**config.mk**
```make
export PLATFORM = sky130hd
export DESIGN_NAME = raw_two_wire_shift_engine_unit_flat
export DESIGN_NICKNAME = d
export VERILOG_FILES = /design/src/rtwse_pkg.sv /design/src/rtwse_if.sv /design/src/raw_two_wire_shift_engine_unit.sv /design/src/flat_wrapper.sv
export SDC_FILE = /design/constraint.sdc
export NUM_CORES = 1
export LEC_CHECK = 0
export BUFFER_PORTS_ARGS = -buffer_cell sky130_fd_sc_hd__buf_2
export CORE_ASPECT_RATIO = 1.25
export CORE_UTILIZATION = 54
export DETAILED_ROUTE_END_ITERATION = 10
export PLACE_DENSITY = 0.8
export SETUP_SLACK_MARGIN = 0.2
export SLEW_MARGIN = 20
export SYNTH_ARGS = -nofsm -noshare
export SYNTH_HDL_FRONTEND = slang
export SYNTH_SLANG_ARGS = --single-unit
export TNS_END_PERCENT = 10
```
**constraint.sdc**
```tcl
create_clock -name clk -period 2.4 [get_ports clk]
set_clock_uncertainty 0.05 [all_clocks]
set_input_delay 0.24 -clock clk [delete_from_list [all_inputs] [get_ports clk]]
set_output_delay 0.24 -clock clk [all_outputs]
set_load 0.005 [all_outputs]
```
**src/rtwse_pkg.sv**
```systemverilog
// Shared constants, command codes and types of the raw two-wire shift engine.
package rtwse_pkg;

    localparam int WORD_BITS        = 8;
    localparam int TIMER_PERIOD_DEF = 42;

    localparam int CMD_W   = 4;
    localparam int STEP_W  = 4;
    localparam int PSC_W   = 16;
    localparam int PADDR_W = 3;
    localparam int PDATA_W = 32;

    localparam logic [STEP_W-1:0] STEP_LAST = STEP_W'(2 * WORD_BITS - 1);

    // Command codes carried in req_type.
    localparam logic [CMD_W-1:0] CMD_WRITE_BYTE = 4'd0;
    localparam logic [CMD_W-1:0] CMD_READ_BYTE  = 4'd1;
    localparam logic [CMD_W-1:0] CMD_CLK_HIGH   = 4'd2;
    localparam logic [CMD_W-1:0] CMD_CLK_LOW    = 4'd3;
    localparam logic [CMD_W-1:0] CMD_CLK_PULSE  = 4'd4;
    localparam logic [CMD_W-1:0] CMD_DATA_HIGH  = 4'd5;
    localparam logic [CMD_W-1:0] CMD_DATA_LOW   = 4'd6;
    localparam logic [CMD_W-1:0] CMD_CLK_BIT_RD = 4'd7;
    localparam logic [CMD_W-1:0] CMD_BIT_RD     = 4'd8;

    // Register byte addresses.
    localparam logic [PADDR_W-1:0] ADDR_LSB_FIRST = 3'd0;
    localparam logic [PADDR_W-1:0] ADDR_PRESCALE  = 3'd4;

    // Decoded control for the current step of a command.
    typedef struct packed {
        logic is_edge;
        logic level;
        logic is_last;
    } step_ctl_t;

endpackage

```
**src/rtwse_if.sv**
```systemverilog
// Valid/ready channel interfaces for commands and results.
interface rtwse_req_if;
    import rtwse_pkg::*;

    logic                 valid;
    logic                 ready;
    logic [CMD_W-1:0]     req_type;
    logic [WORD_BITS-1:0] tx_byte;
    logic [WORD_BITS-1:0] line_bits;

    modport source (output valid, req_type, tx_byte, line_bits, input ready);
    modport sink   (input valid, req_type, tx_byte, line_bits, output ready);
endinterface

interface rtwse_rsp_if;
    import rtwse_pkg::*;

    logic                 valid;
    logic                 ready;
    logic                 clk_level;
    logic                 data_level;
    logic                 data_drive;
    logic [WORD_BITS-1:0] read_value;
    logic                 read_valid;
    logic                 last;

    modport source (output valid, clk_level, data_level, data_drive, read_value,
                    read_valid, last, input ready);
    modport sink   (input valid, clk_level, data_level, data_drive, read_value,
                    read_valid, last, output ready);
endinterface

```
**src/raw_two_wire_shift_engine_unit.sv**
```systemverilog
// Top level of the raw two-wire shift engine: command sequencer, edge timer and APB registers.
//
// This block drives a raw two-wire link, one clock line and one bidirectional data
// line, from a stream of commands (write byte, read byte, clock high, clock low,
// clock pulse, data high, data low, clocked bit read, plain bit read). Every change
// of the clock line produces one result beat that reports the pin levels after that
// edge; data line sets and plain bit reads produce one beat each; a read byte
// reports the assembled byte with read_valid only on its sixteenth, last beat.
// Bytes go out and come in one bit per bit slot through 8-bit shift registers,
// most significant bit first unless lsb_first is set. Each clock edge waits for a
// free-running timer, a TIMER_PERIOD divider feeding a counter up to prescale, that
// overflows and restarts at each edge. An edge goes out once the timer has overflowed
// and the output register is free, so the edges of byte commands, pulses, clocked bit
// reads and single clock edges are paced by the timer, while a data set or plain bit
// read never waits on it. A sink that holds off a beat delays the following edge only
// when the stall lasts past the overflow. After a long idle time the timer has
// already overflowed and the first edge of a command waits only for a free output
// register. One command is worked on at a time; the next command is taken once the
// last beat of the current one sits in the output register, even if the sink has not
// taken it yet. Req_type codes nine to fifteen are taken and dropped without any beat.
// Writing prescale restarts the timer. The APB port has lsb_first at byte address 0
// and prescale at address 4; pready is always high.
module raw_two_wire_shift_engine_unit #(
    parameter int TIMER_PERIOD = rtwse_pkg::TIMER_PERIOD_DEF
) (
    input  logic                          clk,
    input  logic                          rst_n,
    rtwse_req_if.sink                     req,
    rtwse_rsp_if.source                   rsp,
    input  logic                          psel,
    input  logic                          penable,
    input  logic                          pwrite,
    input  logic [rtwse_pkg::PADDR_W-1:0] paddr,
    input  logic [rtwse_pkg::PDATA_W-1:0] pwdata,
    output logic [rtwse_pkg::PDATA_W-1:0] prdata,
    output logic                          pready
);
    import rtwse_pkg::*;

    localparam int                DIV_W    = $clog2(TIMER_PERIOD);
    localparam logic [DIV_W-1:0]  DIV_LAST = DIV_W'(TIMER_PERIOD - 1);

    localparam logic ST_IDLE = 1'b0;
    localparam logic ST_RUN  = 1'b1;

    // Sequencer state.
    logic                 state_reg;
    logic [CMD_W-1:0]     cmd_reg;
    logic [STEP_W-1:0]    step_reg;
    logic [WORD_BITS-1:0] tx_sr_reg;
    logic [WORD_BITS-1:0] line_sr_reg;
    logic [WORD_BITS-1:0] rx_sr_reg;

    // Pin state.
    logic clock_pin_reg;
    logic data_pin_reg;
    logic data_out_reg;

    // Registers written over APB.
    logic             lsb_first_reg;
    logic [PSC_W-1:0] prescale_reg;

    // Edge timer.
    logic [DIV_W-1:0] div_cnt_reg;
    logic [PSC_W-1:0] pre_cnt_reg;
    logic             ovf_reg;

    // Output register.
    logic                 out_valid_reg;
    logic                 out_clk_reg;
    logic                 out_data_reg;
    logic                 out_drive_reg;
    logic [WORD_BITS-1:0] out_value_reg;
    logic                 out_rvalid_reg;
    logic                 out_last_reg;

    step_ctl_t            ctl;
    logic                 in_accept;
    logic                 known_cmd;
    logic                 slot_free;
    logic                 fire;
    logic                 cfg_write;
    logic                 tx_bit;
    logic                 line_bit;
    logic                 data_pin_next;
    logic [WORD_BITS-1:0] rx_sr_next;
    logic [WORD_BITS-1:0] value_next;
    logic                 rvalid_next;

    // What the current step does, from the command and the step count.
    always_comb
    begin
        ctl = '0;
        unique case (cmd_reg) inside
            CMD_WRITE_BYTE, CMD_READ_BYTE:
            begin
                ctl.is_edge = 1'b1;
                ctl.level   = ~step_reg[0];
                ctl.is_last = (step_reg == STEP_LAST);
            end
            CMD_CLK_PULSE, CMD_CLK_BIT_RD:
            begin
                ctl.is_edge = 1'b1;
                ctl.level   = ~step_reg[0];
                ctl.is_last = step_reg[0];
            end
            CMD_CLK_HIGH:
            begin
                ctl.is_edge = 1'b1;
                ctl.level   = 1'b1;
                ctl.is_last = 1'b1;
            end
            CMD_CLK_LOW:
            begin
                ctl.is_edge = 1'b1;
                ctl.level   = 1'b0;
                ctl.is_last = 1'b1;
            end
            CMD_DATA_HIGH, CMD_DATA_LOW, CMD_BIT_RD:
            begin
                ctl.is_last = 1'b1;
            end
            default:
            begin
                ctl = '0;
            end
        endcase
    end

    assign known_cmd = (req.req_type <= CMD_BIT_RD);
    assign req.ready = (state_reg == ST_IDLE);
    assign in_accept = req.valid && req.ready;
    assign slot_free = !out_valid_reg || rsp.ready;
    assign fire      = (state_reg == ST_RUN) && slot_free && (!ctl.is_edge || ovf_reg);

    // One bit moves per bit slot: out of the transmit register, in from the line.
    assign tx_bit   = lsb_first_reg ? tx_sr_reg[0] : tx_sr_reg[WORD_BITS-1];
    assign line_bit = line_sr_reg[0];
    assign rx_sr_next = lsb_first_reg ? {line_bit, rx_sr_reg[WORD_BITS-1:1]}
                                      : {rx_sr_reg[WORD_BITS-2:0], line_bit};

    always_comb
    begin
        data_pin_next = data_pin_reg;
        value_next    = '0;
        rvalid_next   = 1'b0;
        case (cmd_reg)
            CMD_WRITE_BYTE:
            begin
                if (!step_reg[0])
                begin
                    data_pin_next = tx_bit;
                end
            end
            CMD_READ_BYTE:
            begin
                if (step_reg == STEP_LAST)
                begin
                    value_next  = rx_sr_next;
                    rvalid_next = 1'b1;
                end
            end
            CMD_DATA_HIGH:
            begin
                data_pin_next = 1'b1;
            end
            CMD_DATA_LOW:
            begin
                data_pin_next = 1'b0;
            end
            CMD_CLK_BIT_RD:
            begin
                if (step_reg[0])
                begin
                    value_next  = {{(WORD_BITS-1){1'b0}}, line_bit};
                    rvalid_next = 1'b1;
                end
            end
            CMD_BIT_RD:
            begin
                value_next  = {{(WORD_BITS-1){1'b0}}, line_bit};
                rvalid_next = 1'b1;
            end
            default:
            begin
                data_pin_next = data_pin_reg;
            end
        endcase
    end

    // Sequencer control and pin state.
    always_ff @(posedge clk or negedge rst_n)
    begin
        if (!rst_n)
        begin
            state_reg     <= ST_IDLE;
            step_reg      <= '0;
            clock_pin_reg <= 1'b0;
            data_pin_reg  <= 1'b0;
            data_out_reg  <= 1'b1;
        end
        else if (in_accept)
        begin
            step_reg <= '0;
            if (known_cmd)
            begin
                state_reg <= ST_RUN;
            end
            if (req.req_type == CMD_WRITE_BYTE)
            begin
                data_out_reg <= 1'b1;
            end
            else if (req.req_type == CMD_READ_BYTE)
            begin
                data_out_reg <= 1'b0;
            end
        end
        else if (fire)
        begin
            step_reg     <= step_reg + STEP_W'(1);
            data_pin_reg <= data_pin_next;
            if (ctl.is_edge)
            begin
                clock_pin_reg <= ctl.level;
            end
            if (ctl.is_last)
            begin
                state_reg <= ST_IDLE;
            end
        end
    end

    // Command payload and shift registers; they need no reset.
    always_ff @(posedge clk)
    begin
        if (in_accept)
        begin
            cmd_reg     <= req.req_type;
            tx_sr_reg   <= req.tx_byte;
            line_sr_reg <= req.line_bits;
            rx_sr_reg   <= '0;
        end
        else if (fire && (cmd_reg == CMD_WRITE_BYTE) && !step_reg[0])
        begin
            tx_sr_reg <= lsb_first_reg ? {1'b0, tx_sr_reg[WORD_BITS-1:1]}
                                       : {tx_sr_reg[WORD_BITS-2:0], 1'b0};
        end
        else if (fire && (cmd_reg == CMD_READ_BYTE) && step_reg[0])
        begin
            rx_sr_reg   <= rx_sr_next;
            line_sr_reg <= {1'b0, line_sr_reg[WORD_BITS-1:1]};
        end
    end

    // Output register: a finished beat waits here while the next step is prepared.
    always_ff @(posedge clk or negedge rst_n)
    begin
        if (!rst_n)
        begin
            out_valid_reg <= 1'b0;
        end
        else if (fire)
        begin
            out_valid_reg <= 1'b1;
        end
        else if (rsp.ready)
        begin
            out_valid_reg <= 1'b0;
        end
    end

    always_ff @(posedge clk)
    begin
        if (fire)
        begin
            out_clk_reg    <= ctl.is_edge ? ctl.level : clock_pin_reg;
            out_data_reg   <= data_pin_next;
            out_drive_reg  <= data_out_reg;
            out_value_reg  <= value_next;
            out_rvalid_reg <= rvalid_next;
            out_last_reg   <= ctl.is_last;
        end
    end

    assign rsp.valid      = out_valid_reg;
    assign rsp.clk_level  = out_clk_reg;
    assign rsp.data_level = out_data_reg;
    assign rsp.data_drive = out_drive_reg;
    assign rsp.read_value = out_value_reg;
    assign rsp.read_valid = out_rvalid_reg;
    assign rsp.last       = out_last_reg;

    // APB registers. A write lands in the access phase.
    assign cfg_write = psel && penable && pwrite;
    assign pready    = 1'b1;

    always_ff @(posedge clk or negedge rst_n)
    begin
        if (!rst_n)
        begin
            lsb_first_reg <= 1'b0;
            prescale_reg  <= '0;
        end
        else if (cfg_write)
        begin
            unique case (paddr)
                ADDR_LSB_FIRST: lsb_first_reg <= pwdata[0];
                ADDR_PRESCALE:  prescale_reg  <= pwdata[PSC_W-1:0];
                default:        lsb_first_reg <= lsb_first_reg;
            endcase
        end
    end

    always_comb
    begin
        unique case (paddr)
            ADDR_LSB_FIRST: prdata = {{(PDATA_W-1){1'b0}}, lsb_first_reg};
            ADDR_PRESCALE:  prdata = {{(PDATA_W-PSC_W){1'b0}}, prescale_reg};
            default:        prdata = '0;
        endcase
    end

    // Edge timer: a period divider feeding the prescale counter. The overflow flag
    // stays up until an edge takes it; the edge and a prescale write restart it all.
    always_ff @(posedge clk or negedge rst_n)
    begin
        if (!rst_n)
        begin
            div_cnt_reg <= '0;
            pre_cnt_reg <= '0;
            ovf_reg     <= 1'b0;
        end
        else if ((fire && ctl.is_edge) || (cfg_write && (paddr == ADDR_PRESCALE)))
        begin
            div_cnt_reg <= '0;
            pre_cnt_reg <= '0;
            ovf_reg     <= 1'b0;
        end
        else if (div_cnt_reg == DIV_LAST)
        begin
            div_cnt_reg <= '0;
            if (pre_cnt_reg == prescale_reg)
            begin
                pre_cnt_reg <= '0;
                ovf_reg     <= 1'b1;
            end
            else
            begin
                pre_cnt_reg <= pre_cnt_reg + PSC_W'(1);
            end
        end
        else
        begin
            div_cnt_reg <= div_cnt_reg + DIV_W'(1);
        end
    end

endmodule

```
**src/flat_wrapper.sv**
```systemverilog
// flat-port wrapper written by rule: the top's interface ports become plain ports
module raw_two_wire_shift_engine_unit_flat import rtwse_pkg::*;
#(
    parameter int TIMER_PERIOD = rtwse_pkg::TIMER_PERIOD_DEF
)
  (clk, rst_n, psel, penable, pwrite, paddr, pwdata, prdata, pready, req_valid, req_req_type, req_tx_byte, req_line_bits, req_ready, rsp_valid, rsp_clk_level, rsp_data_level, rsp_data_drive, rsp_read_value, rsp_read_valid, rsp_last, rsp_ready);
  rtwse_req_if req_i ();
  rtwse_rsp_if rsp_i ();
  input  logic clk;
  input  logic rst_n;
  input  logic psel;
  input  logic penable;
  input  logic pwrite;
  input  logic [rtwse_pkg::PADDR_W-1:0] paddr;
  input  logic [rtwse_pkg::PDATA_W-1:0] pwdata;
  output logic [rtwse_pkg::PDATA_W-1:0] prdata;
  output logic pready;
  input wire logic [$bits(req_i.valid)-1:0] req_valid;
  input wire logic [$bits(req_i.req_type)-1:0] req_req_type;
  input wire logic [$bits(req_i.tx_byte)-1:0] req_tx_byte;
  input wire logic [$bits(req_i.line_bits)-1:0] req_line_bits;
  output wire logic [$bits(req_i.ready)-1:0] req_ready;
  output wire logic [$bits(rsp_i.valid)-1:0] rsp_valid;
  output wire logic [$bits(rsp_i.clk_level)-1:0] rsp_clk_level;
  output wire logic [$bits(rsp_i.data_level)-1:0] rsp_data_level;
  output wire logic [$bits(rsp_i.data_drive)-1:0] rsp_data_drive;
  output wire logic [$bits(rsp_i.read_value)-1:0] rsp_read_value;
  output wire logic [$bits(rsp_i.read_valid)-1:0] rsp_read_valid;
  output wire logic [$bits(rsp_i.last)-1:0] rsp_last;
  input wire logic [$bits(rsp_i.ready)-1:0] rsp_ready;
  assign req_i.valid = req_valid;
  assign req_i.req_type = req_req_type;
  assign req_i.tx_byte = req_tx_byte;
  assign req_i.line_bits = req_line_bits;
  assign req_ready = req_i.ready;
  assign rsp_valid = rsp_i.valid;
  assign rsp_clk_level = rsp_i.clk_level;
  assign rsp_data_level = rsp_i.data_level;
  assign rsp_data_drive = rsp_i.data_drive;
  assign rsp_read_value = rsp_i.read_value;
  assign rsp_read_valid = rsp_i.read_valid;
  assign rsp_last = rsp_i.last;
  assign rsp_i.ready = rsp_ready;
  raw_two_wire_shift_engine_unit #(.TIMER_PERIOD(TIMER_PERIOD)) u_core (.clk(clk), .rst_n(rst_n), .req(req_i), .rsp(rsp_i), .psel(psel), .penable(penable), .pwrite(pwrite), .paddr(paddr), .pwdata(pwdata), .prdata(prdata), .pready(pready));
endmodule
```
Yosys cells after proc, flatten, opt, wreduce, memory -nomap -nowiden
Cells that the tools add are included.

Bits in registers: 90. Latch bits: 0. Bits in writable memories: 0. Memory bits (read-only): 0. Input port bits: 62. Output and inout port bits: 48. Logic and storage cells: 122. Memories: 0.

$add $sub $neg: 3. Multipliers: 0. Divide/modulo/power cells: 0. $lt $le $gt $ge: 1. Eq/ne operators: 15. Shift-type cells: 0. Multiplexer cells: 38. Bitwise gates (word level): 4. Reduce and logical (&&, ||, !) cells: 40.

Operators by type and width (count): $mux 8 (8); $mux 16 (3); $pmux 16 s2 (1); $pmux 8 s3 (1); $mux 1 (17); $add 16x1->16 const B (1); $eq 16x16->1 (1); $eq 4x3->1 const B (4); $reduce_bool 2->1 (8); $reduce_and 2->1 (7); $mux 6 (2); $logic_and 1x1->1 (11); $pmux 1 s3 (3); $eq 4x1->1 const B (2); $eq 4x2->1 const B (2); $eq 4x4->1 const B (2); $logic_not 4->1 (2); $mux 4 (2); $add 6x1->6 const B (1); $eq 6x6->1 const B (1); $pmux 2 s3 (1); $reduce_or 5->1 (1); $add 4x1->4 const B (1); $le 4x4->1 const B (1); other kinds (10) (18).

Longest topological paths before layout
Depth after elaboration: 11. Mapped depth: 7.

Worst setup path after synthesis
OpenSTA, ideal clock, no wires.

Kind: register to register. Start: register u_core.cmd_reg[0]. End: register u_core.tx_sr_reg[0] (enable). Library setup time: 329 ps. Arrival time: 1850 ps. Required time: 2021 ps. Slack: 171 ps. Stages on the path, launching flop included: 7. Period minus slack after synthesis: 2229 ps. Path through: edfxtp_1 -> buf_4 -> xor2_2 -> a211oi_2 -> nor2_2 -> nand3_1 -> nand2_1.

Cells in the longest elaborated chain, start to end: 9.

Ends and longest elaborated chain: start: declaration (RTL line raw_two_wire_shift_engine_unit.sv:48) `logic [CMD_W-1:0] cmd_reg;`; start signal: assignment (RTL line raw_two_wire_shift_engine_unit.sv:238) `cmd_reg <= req.req_type;`; $eq 4x3->1 (no source line), or another cell as far along; $reduce_or 4->1 (no source line); $pmux 2 s3 * (RTL line raw_two_wire_shift_engine_unit.sv:94) `unique case (cmd_reg) inside`; $logic_not 1->1 * (RTL line raw_two_wire_shift_engine_unit.sv:134) `assign fire = (state_reg == ST_RUN) && slot_free && (!ctl.is_edge || ovf_reg);`; $logic_or 1x1->1 * (RTL line raw_two_wire_shift_engine_unit.sv:134); $logic_and 1x1->1 * (RTL line raw_two_wire_shift_engine_unit.sv:134); via u_core.fire (RTL line raw_two_wire_shift_engine_unit.sv:81) `logic fire;`; $logic_and 1x1->1 * (2 in series) (RTL line raw_two_wire_shift_engine_unit.sv:243) `else if (fire && (cmd_reg == CMD_WRITE_BYTE) && !step_reg[0])`; $reduce_bool 2->1 (no source line) *; end signal: assignment (RTL line raw_two_wire_shift_engine_unit.sv:239) `tx_sr_reg <= req.tx_byte;`; end signal: assignment (RTL line raw_two_wire_shift_engine_unit.sv:245) `tx_sr_reg <= lsb_first_reg ? {1'b0, tx_sr_reg[WORD_BITS-1:1]}`; end: declaration (RTL line raw_two_wire_shift_engine_unit.sv:50) `logic [WORD_BITS-1:0] tx_sr_reg;`.

Mark *: on every way through the listed nets, which the timed path passes. The rest lies on a longest branch. A chain may end at the register's enable or synchronous reset.

Worst setup path after layout
Start: register u_core.cmd_reg[1]. End: register u_core.rx_sr_reg[7].

Cells in the longest elaborated chain, start to end: 10.

Ends and longest elaborated chain: $eq 4x3->1 (no source line), or another cell as far along; $reduce_or 4->1 (no source line); $pmux 2 s3 (RTL line raw_two_wire_shift_engine_unit.sv:94); $logic_not 1->1 (RTL line raw_two_wire_shift_engine_unit.sv:134); $logic_or 1x1->1 (RTL line raw_two_wire_shift_engine_unit.sv:134); $logic_and 1x1->1 (RTL line raw_two_wire_shift_engine_unit.sv:134); $logic_and 1x1->1 (2 in series) (RTL line raw_two_wire_shift_engine_unit.sv:243); $not 1->1 (no source line); $reduce_and 2->1 (no source line) *; end signal: assignment (RTL line raw_two_wire_shift_engine_unit.sv:250) `rx_sr_reg <= rx_sr_next;`; end: declaration (RTL line raw_two_wire_shift_engine_unit.sv:52) `logic [WORD_BITS-1:0] rx_sr_reg;`.

Mark *: on every way between the ends. The rest lies on a longest branch, timed or not.

==> summary.txt <==
FINISH
------------------------------------------------------------------------------------
Most frequent cells in the layout                                       sky130_fd_sc_hd__buf_2 (76), sky130_fd_sc_hd__nand2_1 (52), sky130_fd_sc_hd__dfrtp_1 (48)
Final net count                                                                  589
Most common cell after layout, fill and taps aside                      sky130_fd_sc_hd__buf_2
Layout cells sized above 1                                                     27.5%
Final standard cell utilization of the core                                    65.1%
Seq. cell area                                                              2380 um2
Growth of design area from synthesis to finish                                 15.9%
Multi-input logic area                                                      2080 um2
Number of fillers in the final layout                                            646
Layout Cell Area excl Fill                                                  5420 um2
Antenna Cells                                                                      0

STA
------------------------------------------------------------------------------------
Worst hold margin                                                          0.0355 ns
Final Max Slew Viols                                                               0
Share of the clock period used by the worst path                               86.0%
Final count of hold timing violations                                              0
Final critical delay including setup and external delays                     2.07 ns
Unrepaired setup endpoints after global routing                                false
Endpoints failing setup                                                            0
Actual transition at the worst max-transition pin                           0.635 ns
Final TNS setup                                                                 0 ns
Highest clock frequency the design can meet                                0.484 GHz
Normalized max-slew margin                                                     57.6%

HOLD PATH
------------------------------------------------------------------------------------
Type of the tightest min-delay check                                          in2reg
Hold Path Origin                                                        req_req_type[0]

CLOCK NETWORK
------------------------------------------------------------------------------------
Number of levels in the clock H-tree                                               3
Maximum root-to-sink buffer count                                                  2
Clock sink total                                                                  90
Clock tree from TritonCTS                                                      built
Number of clock buffers inserted by TritonCTS                                      9
Clock Pin Slew Worst Setup and Hold Paths                                    0.09 ns
Clock Tree Root                                                         sky130_fd_sc_hd__clkbuf_8
Clock network latency to the later pin of the worst-skew pair                0.36 ns

DIE
------------------------------------------------------------------------------------
Placeable Area                                                              8330 um2
Top-Level Pins                                                                   110
Horizontal die dimension                                                     85.2 um
Effective utilization at floorplan                                             56.1%
Overall die area                                                            9040 um2
Vertical die dimension                                                        106 um
Total number of placement rows                                                    37

ROUTING
------------------------------------------------------------------------------------
Total vias in the final route                                                  3,564
Per-cell routed wire length                                                  15.8 um
Final antenna-violating net count                                                  0
Final wirelength                                                             9860 um
Final routed DRC violation total                                                   0
Ratio of routed vias to standard cells                                          5.70
First-pass iteration count of the detailed router                                  5
DR iter-0 viols                                                                  204

YOSYS
------------------------------------------------------------------------------------
Proportion of synthesized area in mux cells                                    9.07%
Synth Area in Compound Gates                                                   10.1%
Distinct cell type count after synthesis                                          61
Post-Syn Area                                                               4680 um2
Commonest register cell after synthesis                                 sky130_fd_sc_hd__dfrtp_1
Mean instance size in the synthesized netlist                               10.6 um2
Number of flops mapped to enable cells by yosys                                   33
Flop and latch count out of synthesis                                             90
Adder-Cell Fraction of Synth Area                                              1.07%
Proportion of synthesized chip area in sequential cells                        50.9%
Async set-reset flop share out of synthesis                                    54.4%
Largest family of logic cells by synthesized area                       simple AND/OR/NAND/NOR gates
Simple-Gate Fraction of Synth Area                                             18.4%
Yosys warning total                                                                0
Number of cells produced by synthesis                                            440
Parity-gate share of the synthesized area counting xor and xnor cells          4.28%

PWR
------------------------------------------------------------------------------------
Power density relative to cell area                                       877 nW/um2
Peak ir drop on the vdd network                                             0.589 mV
Leak                                                                      0.00240 uW

OUTCOME
------------------------------------------------------------------------------------
Run status                                                                 completed

PLACEMENT
------------------------------------------------------------------------------------
Final RePlAce weighted congestion                                              0.833
Count of input and output buffers                                                 76
Placed wire-length estimate after detailed placement                         7040 um
Instance area after placement                                               5130 um2

CRITICAL PATH
------------------------------------------------------------------------------------
CP Data Arrival Time                                                         2.27 ns
Type of the worst setup path                                                 reg2reg
Critical Path Start                                                     u_core.cmd_reg[1]
Critical register-to-register path startpoint                           u_core.cmd_reg[1]
Critical-path maximum fanout                                                      16
Startpoint type of the worst setup path                                    flip-flop
Required arrival time at the worst endpoint                                  2.61 ns
Crit end category                                                          flip-flop

GLOBAL ROUTING
------------------------------------------------------------------------------------
Total grt overflow                                                                 0
Vias in the first global route                                                 3,551
Largest net degree at the start of global routing                                 50
Global-route total usage across every layer                                    22.8%
First-pass GRT wire length                                                 16,100 um
Number of antenna violations at the first check in global routing                  0

RUN
------------------------------------------------------------------------------------
Number of max-cap violations                                                       0

-- synthesized netlist by cell type, types with 5 or more instances --
| library cell | count | area share, % |
|---|---|---|
| sky130_fd_sc_hd__a211oi_1 | 8 | 1.3 |
| sky130_fd_sc_hd__mux2i_1 | 21 | 4.5 |
| sky130_fd_sc_hd__inv_1 | 11 | 0.88 |
| sky130_fd_sc_hd__nand2_1 | 52 | 4.2 |
| sky130_fd_sc_hd__and2_1 | 19 | 2.5 |
| sky130_fd_sc_hd__a21oi_1 | 5 | 0.54 |
| sky130_fd_sc_hd__edfxtp_1 | 33 | 21 |
| sky130_fd_sc_hd__a31oi_1 | 8 | 1.1 |
| sky130_fd_sc_hd__dfrtp_1 | 48 | 26 |
| sky130_fd_sc_hd__buf_2 | 6 | 0.64 |
| sky130_fd_sc_hd__dfxtp_1 | 8 | 3.4 |
| sky130_fd_sc_hd__clkbuf_1 | 9 | 0.72 |
| sky130_fd_sc_hd__nor2_1 | 33 | 2.6 |
| sky130_fd_sc_hd__nand4_1 | 11 | 1.5 |
| sky130_fd_sc_hd__mux2_2 | 19 | 4.6 |
| sky130_fd_sc_hd__o21ai_0 | 13 | 1.4 |
| sky130_fd_sc_hd__nand3_1 | 20 | 2.1 |
| sky130_fd_sc_hd__xor2_1 | 18 | 3.4 |
| sky130_fd_sc_hd__buf_4 | 18 | 2.9 |
-- logic make-up after synthesis --
| family | Yosys count |
|---|---|
| other | 2 |
| XOR/XNOR | 22 |
| multiplexers | 40 |
| flip-flops | 90 |
| adder cells (fa/ha/maj) | 4 |
| AO/OA/AOI/OAI | 63 |
| buffers and inverters | 51 |
| AND/OR/NAND/NOR | 168 |
-- worst paths after layout --
path	cells after the start	slack, ns	endpoint
worst max-delay path	6	0.33	u_core.rx_sr_reg[7]
worst max register to register	6	0.33	u_core.rx_sr_reg[7]
worst min-delay path	2	0.04	u_core.data_out_reg
min in group asynchronous	3	0.47	u_core.prescale_reg[2]
max in group asynchronous	3	1.40	u_core.prescale_reg[11]
worst min register to register	1	0.45	u_core.div_cnt_reg[0]
-- routing by layer --
metal | GRT usage (%) | share of wire (%)
met1 | 25.6 | 39
met2 | 41.3 | 54
met3 | 4.81 | 4.1
met4 | 10.0 | 2.6
met5 | 0 | 0
-- area by class of cell --
cell class	instances	share of cell area [%]
clock inverter	5	1.82
multi-input combinational	314	38.4
tap	97	2.24
inverter	12	0.831
clock buffer	11	2.82
timing repair buffer	96	10.1
sequential	90	43.9
-- power breakdown --
part	internal, uW	leakage, uW	switching [uW]	total [uW]
registers	2010	0.00102	265	2280
logic	524	0.00125	679	1200
clock network	751	0.000126	524	1280
total	3290	0.00240	1470	4750
-- worst max-delay path: stages (launching register included) --
cell and delay, ns:
sky130_fd_sc_hd__edfxtp_1 0.49, sky130_fd_sc_hd__or2_1 0.31, sky130_fd_sc_hd__nor2_1 0.25, sky130_fd_sc_hd__nor4b_4 0.31, sky130_fd_sc_hd__buf_4 0.27, sky130_fd_sc_hd__nor2_1 0.07
sky130_fd_sc_hd__a211oi_1 0.22
-- timing repair --
action | 4_1_cts | 5_1_grt
pin swaps | 0 | 1
resized for setup | 1 | 0
hold endpoints to repair | 48 | 0
setup endpoints to repair | 8 | 17
setup buffers | 0 | 4
hold buffers | 1 | 0
-- stage by stage --
stage,setup WS (ns),instances,power (uW)
after floorplan,0.325,455,3070
after global placement,0.231,604,3410
after detailed placement,0.179,604,3490
after CTS,0.249,621,4760
after global routing,0.226,625,5000
final,0.335,625,4750
Note: power is estimated with default switching activity, not from simulation.
